### config.mk
export PLATFORM = sky130hd
export DESIGN_NAME = sfcc_frame_track
export DESIGN_NICKNAME = d
export VERILOG_FILES = /design/src/rtl/sfcc_pkg.sv /design/src/rtl/sfcc_frame_track.sv
export VERILOG_INCLUDE_DIRS = /design/src /design/src/rtl
export SDC_FILE = /design/constraint.sdc
export NUM_CORES = 1
export LEC_CHECK = 0
export BUFFER_PORTS_ARGS = -buffer_cell sky130_fd_sc_hd__buf_2
export CAP_MARGIN = 20
export CORE_ASPECT_RATIO = 1.5
export CORE_UTILIZATION = 25
export DETAILED_ROUTE_END_ITERATION = 16
export GPL_ROUTABILITY_DRIVEN = 0
export PLACE_DENSITY = 0.52
export SYNTH_ARGS = -nofsm -noshare
export SYNTH_HDL_FRONTEND = slang
export SYNTH_SLANG_ARGS = --single-unit
### constraint.sdc
create_clock -name clock -period 3.9 [get_ports clock]
set_input_delay 0.585 -clock clock [delete_from_list [all_inputs] [get_ports clock]]
set_output_delay 0.585 -clock clock [all_outputs]
set_load 0.005 [all_outputs]
### src/rtl/sensor_frame_crc_checker_assert.svh
// Assertion macros shared by the frame checker modules.
`ifndef SENSOR_FRAME_CRC_CHECKER_ASSERT_SVH
`define SENSOR_FRAME_CRC_CHECKER_ASSERT_SVH
`ifndef SYNTH
// Same-cycle implication, disabled during reset.
`define SFCC_ASSERT_NOW(label, clk, rst, ante, cons, msg) \
   label: assert property (@(posedge clk) disable iff (rst) (ante) |-> (cons)) \
      else $error(msg);
// Next-cycle implication, disabled during reset.
`define SFCC_ASSERT_NEXT(label, clk, rst, ante, cons, msg) \
   label: assert property (@(posedge clk) disable iff (rst) (ante) |=> (cons)) \
      else $error(msg);
`else
`define SFCC_ASSERT_NOW(label, clk, rst, ante, cons, msg)
`define SFCC_ASSERT_NEXT(label, clk, rst, ante, cons, msg)
`endif
`endif

### src/rtl/sfcc_pkg.sv
// Types, constants and the CRC-16/Modbus byte update for the frame checker.
package sfcc_pkg;

   typedef logic [4:0] pos_type;

   localparam pos_type FrameLen        = 5'd17;
   localparam pos_type PosHeaderFirst  = 5'd0;
   localparam pos_type PosHeaderSecond = 5'd1;
   localparam pos_type PosCrcFirst     = 5'd2;
   localparam pos_type PosCrcLast      = 5'd14;
   localparam pos_type PosPayloadFirst = 5'd9;
   localparam pos_type PosCrcLow       = 5'd15;
   localparam pos_type PosCrcHigh      = 5'd16;

   localparam logic [15:0] CrcInit = 16'hFFFF;
   localparam logic [15:0] CrcPoly = 16'hA001;

   localparam logic [7:0] HeaderFirstReset  = 8'h42;
   localparam logic [7:0] HeaderSecondReset = 8'h4D;

   localparam int PayloadWidth = 48;

   typedef enum logic [0:0] {
      CSR_HEADER_FIRST  = 1'b0,
      CSR_HEADER_SECOND = 1'b1
   } csr_index_type;

   typedef enum logic [1:0] {
      STATUS_GOOD       = 2'd0,
      STATUS_HEADER_BAD = 2'd1,
      STATUS_CRC_BAD    = 2'd2
   } status_type;

   typedef struct packed {
      status_type                status;
      logic [PayloadWidth-1:0]   payload;
   } rsp_data_type;

   typedef struct packed {
      logic         valid;
      rsp_data_type data;
   } frame_result_type;

   // Reflected CRC-16 update over one byte, eight shift steps.
   function automatic logic [15:0] crc16_byte(input logic [15:0] crc, input logic [7:0] b);
      logic [15:0] c;
      c = crc ^ {8'h00, b};
      for (int k = 0; k < 8; k++) begin
         if (c[0]) begin
            c = (c >> 1) ^ CrcPoly;
         end else begin
            c = c >> 1;
         end
      end
      return c;
   endfunction

endpackage

### src/rtl/sfcc_frame_track.sv
// Frame position tracking, header check, CRC accumulation and result forming.
module sfcc_frame_track import sfcc_pkg::*; (
   input  logic             clock,
   input  logic             reset,
   input  logic             csr_we,
   input  logic [0:0]       csr_index,
   input  logic [7:0]       csr_wdata,
   input  logic             accept,
   input  logic [7:0]       rx_byte,
   input  logic             frame_start,
   output frame_result_type result
);

   logic [7:0]              header_first_ff, header_first_in;
   logic [7:0]              header_second_ff, header_second_in;
   pos_type                 pos_ff, pos_in;
   logic [15:0]             crc_ff, crc_in;
   logic [PayloadWidth-1:0] payload_ff, payload_in;
   logic                    header_good_ff, header_good_in;
   logic [7:0]              crc_low_ff, crc_low_in;

   pos_type                 pos_eff;
   logic [15:0]             crc_eff;
   logic [PayloadWidth-1:0] payload_eff;
   logic                    header_good_eff;
   logic                    active;

   always_comb begin
      header_first_in  = header_first_ff;
      header_second_in = header_second_ff;
      if (csr_we) begin
         case (csr_index_type'(csr_index))
            CSR_HEADER_FIRST:  header_first_in  = csr_wdata;
            CSR_HEADER_SECOND: header_second_in = csr_wdata;
            default: ;
         endcase
      end
   end

   // A start flag restarts the frame with this byte, whatever came before.
   always_comb begin
      pos_eff         = frame_start ? PosHeaderFirst : pos_ff;
      crc_eff         = frame_start ? CrcInit : crc_ff;
      payload_eff     = frame_start ? '0 : payload_ff;
      header_good_eff = frame_start ? 1'b0 : header_good_ff;
      active          = pos_eff < FrameLen;
   end

   always_comb begin
      pos_in         = pos_ff;
      crc_in         = crc_ff;
      payload_in     = payload_ff;
      header_good_in = header_good_ff;
      crc_low_in     = frame_start ? 8'h00 : crc_low_ff;
      result         = '0;
      if (accept) begin
         crc_in         = crc_eff;
         payload_in     = payload_eff;
         header_good_in = header_good_eff;
         if (active) begin
            if (pos_eff == PosHeaderFirst) begin
               header_good_in = (rx_byte == header_first_ff);
            end else if (pos_eff == PosHeaderSecond) begin
               header_good_in = header_good_eff && (rx_byte == header_second_ff);
            end
            if (pos_eff >= PosCrcFirst && pos_eff <= PosCrcLast) begin
               crc_in = crc16_byte(crc_eff, rx_byte);
            end
            if (pos_eff >= PosPayloadFirst && pos_eff <= PosCrcLast) begin
               payload_in = {payload_eff[PayloadWidth-9:0], rx_byte};
            end
            if (pos_eff == PosCrcLow) begin
               crc_low_in = rx_byte;
            end
            if (pos_eff == PosCrcHigh) begin
               pos_in       = FrameLen;
               result.valid = 1'b1;
               if (!header_good_eff) begin
                  result.data.status = STATUS_HEADER_BAD;
               end else if ({rx_byte, crc_low_ff} == crc_eff) begin
                  result.data.status  = STATUS_GOOD;
                  result.data.payload = payload_eff;
               end else begin
                  result.data.status = STATUS_CRC_BAD;
               end
            end else begin
               pos_in = pos_eff + 5'd1;
            end
         end else begin
            pos_in = pos_eff;
         end
      end else begin
         crc_low_in = crc_low_ff;
      end
   end

   always_ff @(posedge clock) begin
      if (reset) begin
         header_first_ff  <= HeaderFirstReset;
         header_second_ff <= HeaderSecondReset;
         pos_ff           <= FrameLen;
         crc_ff           <= CrcInit;
         header_good_ff   <= 1'b0;
      end else begin
         header_first_ff  <= header_first_in;
         header_second_ff <= header_second_in;
         pos_ff           <= pos_in;
         crc_ff           <= crc_in;
         header_good_ff   <= header_good_in;
      end
   end

   always_ff @(posedge clock) begin
      payload_ff <= payload_in;
      crc_low_ff <= crc_low_in;
   end

`include "sensor_frame_crc_checker_assert.svh"

   `SFCC_ASSERT_NOW(a_pos_range, clock, reset, 1'b1, pos_ff <= FrameLen, "frame position out of range")
   `SFCC_ASSERT_NOW(a_result_at_end, clock, reset, result.valid, pos_ff == PosCrcHigh && !frame_start, "result away from last byte")
   `SFCC_ASSERT_NEXT(a_idle_after_result, clock, reset, result.valid, pos_ff == FrameLen, "not idle after result")

endmodule

==> flow_metrics.tcl, run 1 <==
set metrics [dict create \
    drv_cap 0 \
    drtAntennaViolNets 0 \
    wl_per_cell_um 14.80 \
    die_h_um 182.1 \
    crit_family "simple AND/OR/NAND/NOR gates" \
    place_ws_ps 389.8 \
    dp_hpwl_um 10200 \
    slew_headroom_pct 44.07 \
    slew_viol_final 0 \
    die_w_um 122.1 \
    overflow 0 \
    period_needed_ps 3522 \
    yosysWarnings 0 \
    hold_depth 2 \
    synth.distinct_cells 51 \
    p_leak_nw 2.545 \
    grt_pass1_wl_um 22900 \
    hold_end "header_first_ff[3]$_SDFFE_PP0P_" \
    syn_area_um2 5405 \
    fin_nets 716 \
    rows 65 \
    outcome "complete, no violations" \
    synthArstFlopShare_pct 0 \
    cp_common_cell "buf_2" \
    r2r_end "payload_ff[30]$_DFFE_PP_" \
    h-tree-depth 3 \
    cp-end-kind "primary output" \
    final_common_cell "nand2_1" \
    synth_nets 664 \
    fmaxAchievable_mhz 283.9 \
    grtUsageTotal_pct 13.28 \
    port_buffers 72 \
    num_vias 4474 \
    cpMaxStageDelayCell "and3_2" \
    required_ps 3310 \
    path_buf_inv 3 \
    drive_above_1_share_pct 15.85 \
    setup-violations-final 0 \
    fp.dieArea_um2 22220 \
    syn_inst 637 \
    root_buffer "clkbuf_16" \
    yosysSeqAreaShare_pct 45.19 \
    drc 0 \
    hold_start "header_first_ff[3]$_SDFFE_PP0P_" \
    slowest_delay_ps 480 \
    ios 73 \
    p_per_area_nw_per_um2 373.0 \
    finalHoldViolations 0 \
    synth_edf_count 56 \
    fin_crit_sh_pct 90.31 \
    hold_buffers 0 \
    ff2ff_path_depth 8 \
    rsz0062_at_grt "false" \
    crit_arrival_ps 2940 \
    synth-seq-cells 94 \
    viasPerCell 4.651 \
    cts_resized 0 \
    synthFlopType "edfxtp_1" \
    worstSkewPairLatency_ps 350 \
    drtIter0Drc 402 \
    grt_max_degree 64 \
    grt_pass1_vias 4302 \
    routed_wl_um 14240 \
    tightest_slew_ps 838.9 \
    numClockSinks 94 \
    num_antenna_cells 0 \
    cts_tree "built" \
    critPathLaunchType "primary input" \
    setup_slack_ps 377.8 \
    drt-pass1-iter-count 6 \
    antenna_found_initial 0 \
    worstPathMaxFanout 24 \
    tns_ps 0 \
    syn_to_final_growth_pct 16.88 \
    post_cts_buffers 0 \
    irDropWorstVdd_mv 0.2333 \
    path_class "in -> out" \
    clk_path_buf_depth 2 \
    hp-class "reg -> reg" \
    r2r_slack_ps 1350 \
    final.setup_skew_ps 8.418 \
    initial_core_util_pct 25.56 \
    numCtsBuffers 9 \
    core_um2 21150 \
    reg2reg_from "pos_ff[0]$_SDFFE_PP1P_" \
    mostFrequentLayoutCells "nand2_1, buf_2, a21oi_1, edfxtp_1, and2_1" \
    postSynthAreaPerCell_um2 8.485 \
    path_clk_slew_ps 70 \
    cp_cell_sequence "buf_2, nor3_1, o21ai_0, a21boi_1, o221ai_1, nor4_2, and3_2, buf_4, and2_1, buf_2" \
]
sequential cells by signal, summed over array words and instances, names as in the netlist:
register,cells
crc_ff,16
crc_low_ff,8
header_first_ff,8
header_good_ff,1
header_second_ff,8
payload_ff,48
pos_ff,5
Yosys cell counts, drive strengths merged (2+ instances only):
library cell | number | area share [%]
nor3b | 2 | 0.28
o31ai | 3 | 0.42
clkbuf | 28 | 2.0
a21boi | 3 | 0.42
xor2 | 6 | 0.97
nand2b | 18 | 2.1
o22ai | 14 | 1.6
a21oi | 61 | 5.6
edfxtp | 56 | 31
inv | 12 | 0.83
a211o | 4 | 0.65
ha | 5 | 1.2
o221ai | 2 | 0.32
and3 | 6 | 0.72
nand2 | 145 | 10
o211ai | 3 | 0.42
buf | 20 | 2.5
nor3 | 11 | 1.0
nand4 | 5 | 0.58
o21ai | 15 | 1.4
nor4 | 7 | 0.93
and2 | 54 | 6.2
xnor2 | 41 | 6.9
nand3b | 2 | 0.28
nand3 | 24 | 2.2
dfxtp | 38 | 14
nor2 | 35 | 2.5
nor2b | 3 | 0.35
per-stage QoR:
step | util [%] | hold WS, ps | instances | area (µm²) | power, mW
final | 29.88 | 466.9 | 962 | 6317 | 2.357
after global routing | 29.88 | 486.4 | 962 | 6317 | 2.453
after CTS | 29.88 | 470.4 | 962 | 6317 | 2.386
after detailed placement | 28.31 | 460.9 | 946 | 5987 | 1.398
after global placement | 28.31 | 456.9 | 946 | 5987 | 1.398
after floorplan | - | 448.7 | 637 | 5405 | 1.317
per-layer routing:
layer  GRT usage, %  part of all wire, %
met1          16.36                   43
met2          23.21                   51
met3          1.969                  3.6
met4          4.634                  2.1
met5              0                    0
worst min-delay path: cells and delay by family (launching register included):
family / cells / cell delay, ps
compound gates: 1 / 50
flops: 1 / 320
simple gates: 1 / 50
where the power goes:
part / total, mW / switching, mW / internal (mW)
Combinational: 0.233 / 0.136 / 0.0975
Sequential: 1.14 / 0.0359 / 1.10
Clock: 0.985 / 0.411 / 0.574
kinds of logic (layout without fill, tap and decap cells):
kind of cell	count (synthesis)	in the layout	share of synthesized area [%]
fa+ha+maj	5	5	1.157
xor+xnor	48	48	8.333
compound gates	113	113	12.08
flops	94	94	45.19
simple gates	317	317	27.94
buf+inv	60	117	5.301
cell type report:
| class | count | area [µm²] |
|---|---|---|
| Fill cell | 2304 | 14830 |
| Timing Repair Buffer | 89 | 488.0 |
| Sequential cell | 94 | 2442 |
| Inverter | 12 | 45.04 |
| Multi-Input combinational cell | 483 | 2676 |
| Clock inverter | 7 | 105.1 |
| Clock buffer | 9 | 225.2 |
| Tap cell | 268 | 335.3 |
worst max path at each step:
stage                            from          to  slack [ps]  depth (start not counted)
after CTS                  rx_byte[3]   result[3]         390                         10
after detailed placement   rx_byte[3]   result[3]         390                         10
after global routing       rx_byte[3]   result[1]         190                         10
after floorplan           frame_start  result[28]         790                         12
final                     frame_start   result[3]         380                         10
after global placement     rx_byte[3]  result[16]         410                         10
Power figures use the tool's default switching activity.
==> run 2: changes to the inputs <==
Clock period 3.9 ns to 4.2 ns, I/O delays scaled along.
==> flow_metrics.tcl, run 2 (same netlist as run 1, synthesis figures left out) <==
set metrics [dict create \
    antenna_found_initial 0 \
    worstPathMaxFanout 84 \
    fin_crit_sh_pct 85.17 \
    pwr-share-seq_pct 50.9 \
    slew_headroom_pct 29.90 \
    h-tree-depth 3 \
    rows 65 \
    setup-violations-final 0 \
    cts_resized 0 \
    numClockSinks 94 \
    p_per_area_nw_per_um2 334.5 \
    die_w_um 122.1 \
    num_antenna_cells 0 \
    fp.dieArea_um2 22220 \
    ios 73 \
    overflow 0 \
    clk_path_buf_depth 2 \
    final.setup_skew_ps 11.09 \
    hold_buffers 0 \
    viasPerCell 4.631 \
    p_leak_nw 2.475 \
    drv_cap 0 \
    timing.hold.ws_ps 468.6 \
    top_register "payload_ff" \
    worstSkewPairLatency_ps 350 \
    grt_max_degree 85 \
    drtIter0Drc 333 \
    fillCellCount 2326 \
    path_clk_slew_ps 70 \
    syn_to_final_growth_pct 14.93 \
    irDropWorstVdd_mv 0.1704 \
    drive_above_1_share_pct 14.62 \
    routed_wl_um 14180 \
    core_um2 21150 \
    fin_nets 706 \
    hp-class "reg -> reg" \
    tightest_slew_ps 1051 \
    netSwitchingPower_mw 0.5524 \
    outcome "complete, no violations" \
    finalHoldViolations 0 \
    tns_ps 0 \
    initial_core_util_pct 25.56 \
    drc 0 \
    period_needed_ps 3577 \
    slew_viol_final 0 \
    required_ps 3570 \
    numCtsBuffers 9 \
    power.internal_mw 1.526 \
    setup_slack_ps 623.0 \
    path_class "in -> out" \
    grt_pass1_vias 4235 \
    final_common_cell "nand2_1" \
    wl_per_cell_um 14.89 \
    place_ws_ps 576.8 \
    cp-end-kind "primary output" \
    mostFrequentLayoutCells "nand2_1, buf_2, a21oi_1, edfxtp_1, and2_1" \
    grtUsageTotal_pct 13.18 \
    grt_pass1_wl_um 22600 \
    num_vias 4409 \
    post_cts_buffers 0 \
    dp_hpwl_um 9759 \
    drtAntennaViolNets 0 \
    power_frac_comb_pct 10.2 \
    p_clk_share_pct 38.9 \
    largest_reg_flops 48 \
    fmaxAchievable_mhz 279.6 \
    root_buffer "clkbuf_16" \
    drt-pass1-iter-count 4 \
    crit_arrival_ps 2950 \
    critPathLaunchType "primary input" \
    cts_tree "built" \
    rsz0062_at_grt "false" \
    port_buffers 72 \
    swShare_pct 26.58 \
    reg_top3 "payload_ff x48, crc_ff x16" \
    die_h_um 182.1 \
]
[run 2: per-layer routing]
metal  track usage (%)  vias to the layer above  wire (µm)
li1                  -                     2247          -
met1             15.79                     2067       6177
met2             23.57                       87       7357
met3             2.469                        8        502
met4             3.756                        0        142
met5                 0                        -          0
[run 2: cell type report]
cell class	count	area, µm²	area share, %
Clock buffer	9	225.2	3.625
Clock inverter	7	62.56	1.007
Inverter	12	45.04	0.7251
Multi-Input combinational cell	483	2676	43.08
Sequential cell	94	2442	39.32
Tap cell	268	335.3	5.398
Timing Repair Buffer	79	425.4	6.848
[run 2: critical path, cell delays in order]
cell and delay (ps):
buf_2 120, buf_12 200, nor3_1 190, o21ai_0 110, a21boi_1 150, o221ai_1 160, nor4_2 330, and3_2 650
and2_1 240, buf_2 120
[run 2: power by group through the flow]
stage	Clock, mW	Combinational [mW]	Sequential (mW)
global route	0.863	0.238	1.06
finish	0.808	0.213	1.06
CTS	0.830	0.217	1.06
floorplan	0	0.159	1.06
global placement	0	0.214	1.08
detailed placement	0	0.216	1.08
[run 2: path summary, 6_finish.rpt]
path	from	to	slack [ps]	depth (start not counted)
setup / recovery	frame_start	result[6]	620	10
hold / removal	header_second_ff[5]$_SDFFE_PP0P_	header_second_ff[5]$_SDFFE_PP0P_	470	2
setup reg to reg	pos_ff[0]$_SDFFE_PP1P_	payload_ff[29]$_DFFE_PP_	1470	8
hold reg to reg	header_second_ff[5]$_SDFFE_PP0P_	header_second_ff[5]$_SDFFE_PP0P_	470	2
[run 2: stage by stage]
step	power [mW]	cell area, µm²	cells	util (%)
after global routing	2.164	6212	952	29.38
after detailed placement	1.295	5924	936	28.02
final	2.078	6212	952	29.38
after floorplan	1.223	5405	637	-
after global placement	1.293	5924	936	28.02
after CTS	2.105	6212	952	29.38
==> run 3: changes to the inputs <==
Settings changed: ABC_AREA set to 1.
==> flow_metrics.tcl, run 3 <==
set metrics [dict create \
    hold_end "crc_ff[13]$_SDFFE_PP1P_" \
    cp-end-kind "primary output" \
    tightest_slew_ps 823.4 \
    drive_above_1_share_pct 17.12 \
    yosys-top-cells-area "edfxtp_1, dfxtp_1, nand2_1, nor2_1, o21ai_0" \
    hold_start "crc_ff[13]$_SDFFE_PP1P_" \
    path_clk_slew_ps 70 \
    hold_depth 2 \
    synth_most_common_cell "nand2_1" \
    reg2reg_from "pos_ff[1]$_SDFFE_PP0P_" \
    core_um2 21150 \
    critPathLaunchType "primary input" \
    numClockSinks 94 \
    final_common_cell "nand2_1" \
    wl_per_cell_um 14.47 \
    synth_top_cell_area_share_pct 30.98 \
    fmaxAchievable_mhz 270.1 \
    drc 0 \
    overflow 0 \
    num_vias 4770 \
    syn_area_um2 5428 \
    p_leak_nw 2.826 \
    synth_common_cells "nand2_1, nor2_1, o21ai_0" \
    fin_crit_sh_pct 88.16 \
    synthArstFlopShare_pct 0 \
    worstPathMaxFanout 48 \
    port_buffers 72 \
    finish.utilization_pct 29.83 \
    syn_inst 712 \
    synth.distinct_cells 37 \
    yosysWarnings 0 \
    largest_reg_flops 48 \
    r2r_end "crc_ff[5]$_SDFFE_PP1P_" \
    grt_pass1_vias 4380 \
    finalHoldViolations 0 \
    required_ps 3570 \
    initial_core_util_pct 25.67 \
    clk_path_buf_depth 2 \
    period_needed_ps 3703 \
    place_area_um2 6016 \
    setup-violations-final 0 \
    p_per_area_nw_per_um2 340.7 \
    grtUsageTotal_pct 13.77 \
    yosysSeqAreaShare_pct 45.00 \
    antenna_found_initial 1 \
    tns_ps 0 \
    path_class "in -> out" \
    slew_headroom_pct 45.05 \
    hold_buffers 0 \
    die_h_um 182.5 \
    postSynthAreaPerCell_um2 7.623 \
    syn_to_final_growth_pct 16.21 \
    drt-pass1-iter-count 4 \
    numCtsBuffers 9 \
    drv_cap 0 \
    mostFrequentLayoutCells "nand2_1, nor2_1, buf_2, o21ai_0, inv_1" \
    cts_tree "built" \
    synth-seq-cells 94 \
    die_w_um 122.3 \
    worstSkewPairLatency_ps 350 \
    synthFlopType "edfxtp_1" \
    fin_nets 793 \
    total_power_mw 2.149 \
    top_register "payload_ff" \
    drtIter0Drc 309 \
    final_cell_area_um2 6307 \
    crit_arrival_ps 3070 \
    outcome "complete, no violations" \
    r2r_slack_ps 1410 \
    num_antenna_cells 0 \
    root_buffer "clkbuf_16" \
    drtAntennaViolNets 0 \
    routed_wl_um 15040 \
    yosysTopAreaCell "edfxtp_1" \
    viasPerCell 4.591 \
    fp.dieArea_um2 22320 \
    synth_edf_count 56 \
    hp-class "reg -> reg" \
    final.setup_skew_ps 8.268 \
    slew_viol_final 0 \
    synth_nets 739 \
    post_cts_buffers 0 \
    grt_max_degree 96 \
    dp_hpwl_um 10860 \
    irDropWorstVdd_mv 0.1749 \
    ff2ff_path_depth 10 \
    ios 73 \
    rows 65 \
    h-tree-depth 3 \
    reg_top3 "payload_ff x48, crc_ff x16" \
    rsz0062_at_grt "false" \
    grt_pass1_wl_um 23270 \
    cts_resized 0 \
]
[run 3: cell count changes after synthesis, moves of 13 or more]
cell and delta:
xnor2_1 -33, nor2_2 +14, nor2_1 +78, xor2_1 +14
a21oi_1 -13, and2_1 -54, nand2_1 +14, o21ai_0 +58
inv_1 +45, nand2b_1 -18
[run 3: cell type report]
cell class | instances | area, µm²
clock buffers | 9 | 225.2
clock inverters | 7 | 66.31
fillers | 2333 | 14840
repair buffers | 79 | 425.4
well taps | 268 | 335.3
inverters | 61 | 229.0
multi-input cells | 521 | 2584
flip-flops and latches | 94 | 2442
[run 3: worst max-delay path by stage]
stage                            from  slack [ps]         end  cells past startpoint
after global placement    frame_start         570   result[9]                     12
final                     frame_start         500   result[9]                     12
after CTS                 frame_start         510   result[9]                     12
after floorplan           frame_start        1410  result[38]                     12
after global routing      frame_start         350   result[9]                     12
after detailed placement  frame_start         500   result[9]                     12
[run 3: layer usage]
metal	vias to the layer above	GRT usage, %	routed length (µm)
met5	-	0	13
met4	2	7.073	552
met3	36	2.594	474
met2	103	24.74	7845
met1	2185	15.06	6149
li1	2444	-	-
[run 3: stage by stage]
stage          instances  setup WS (ps)  hold WS (ps)
4_1_cts             1039          513.0         474.3
5_1_grt             1039          345.5         498.5
3_3_place_gp        1023          565.8         447.2
3_5_place_dp        1023          503.4         455.8
6_report            1039          497.3         470.4
2_1_floorplan        712           1414         434.6
[run 3: worst max-delay path, cell delays in order]
cell and delay (ps):
buf_2 410, nor2_1 210, inv_1 160, ha_1 180
inv_1 70, nor3_2 210, inv_1 120, nor3_2 210
nand3_2 100, buf_4 340, nor2_1 240, buf_2 140
[run 3: report_power, final]
part           leakage (nW)  switching (mW)  internal, mW  total (mW)
Clock                 0.147           0.403         0.418       0.820
Sequential            0.887          0.0231          1.03        1.06
Combinational          1.79           0.187        0.0856       0.273
Total                  2.83           0.613          1.54        2.15
[run 3: kinds of logic after synthesis]
logic type,after synthesis,share of synthesized area (%)
adders and majority gates,5,1.153
and+or+nand+nor,356,28.79
AOI/OAI and AO/OA,134,13.16
xor gates and xnor gates,26,4.196
DFF,94,45.00
buffers and inverters,97,7.699
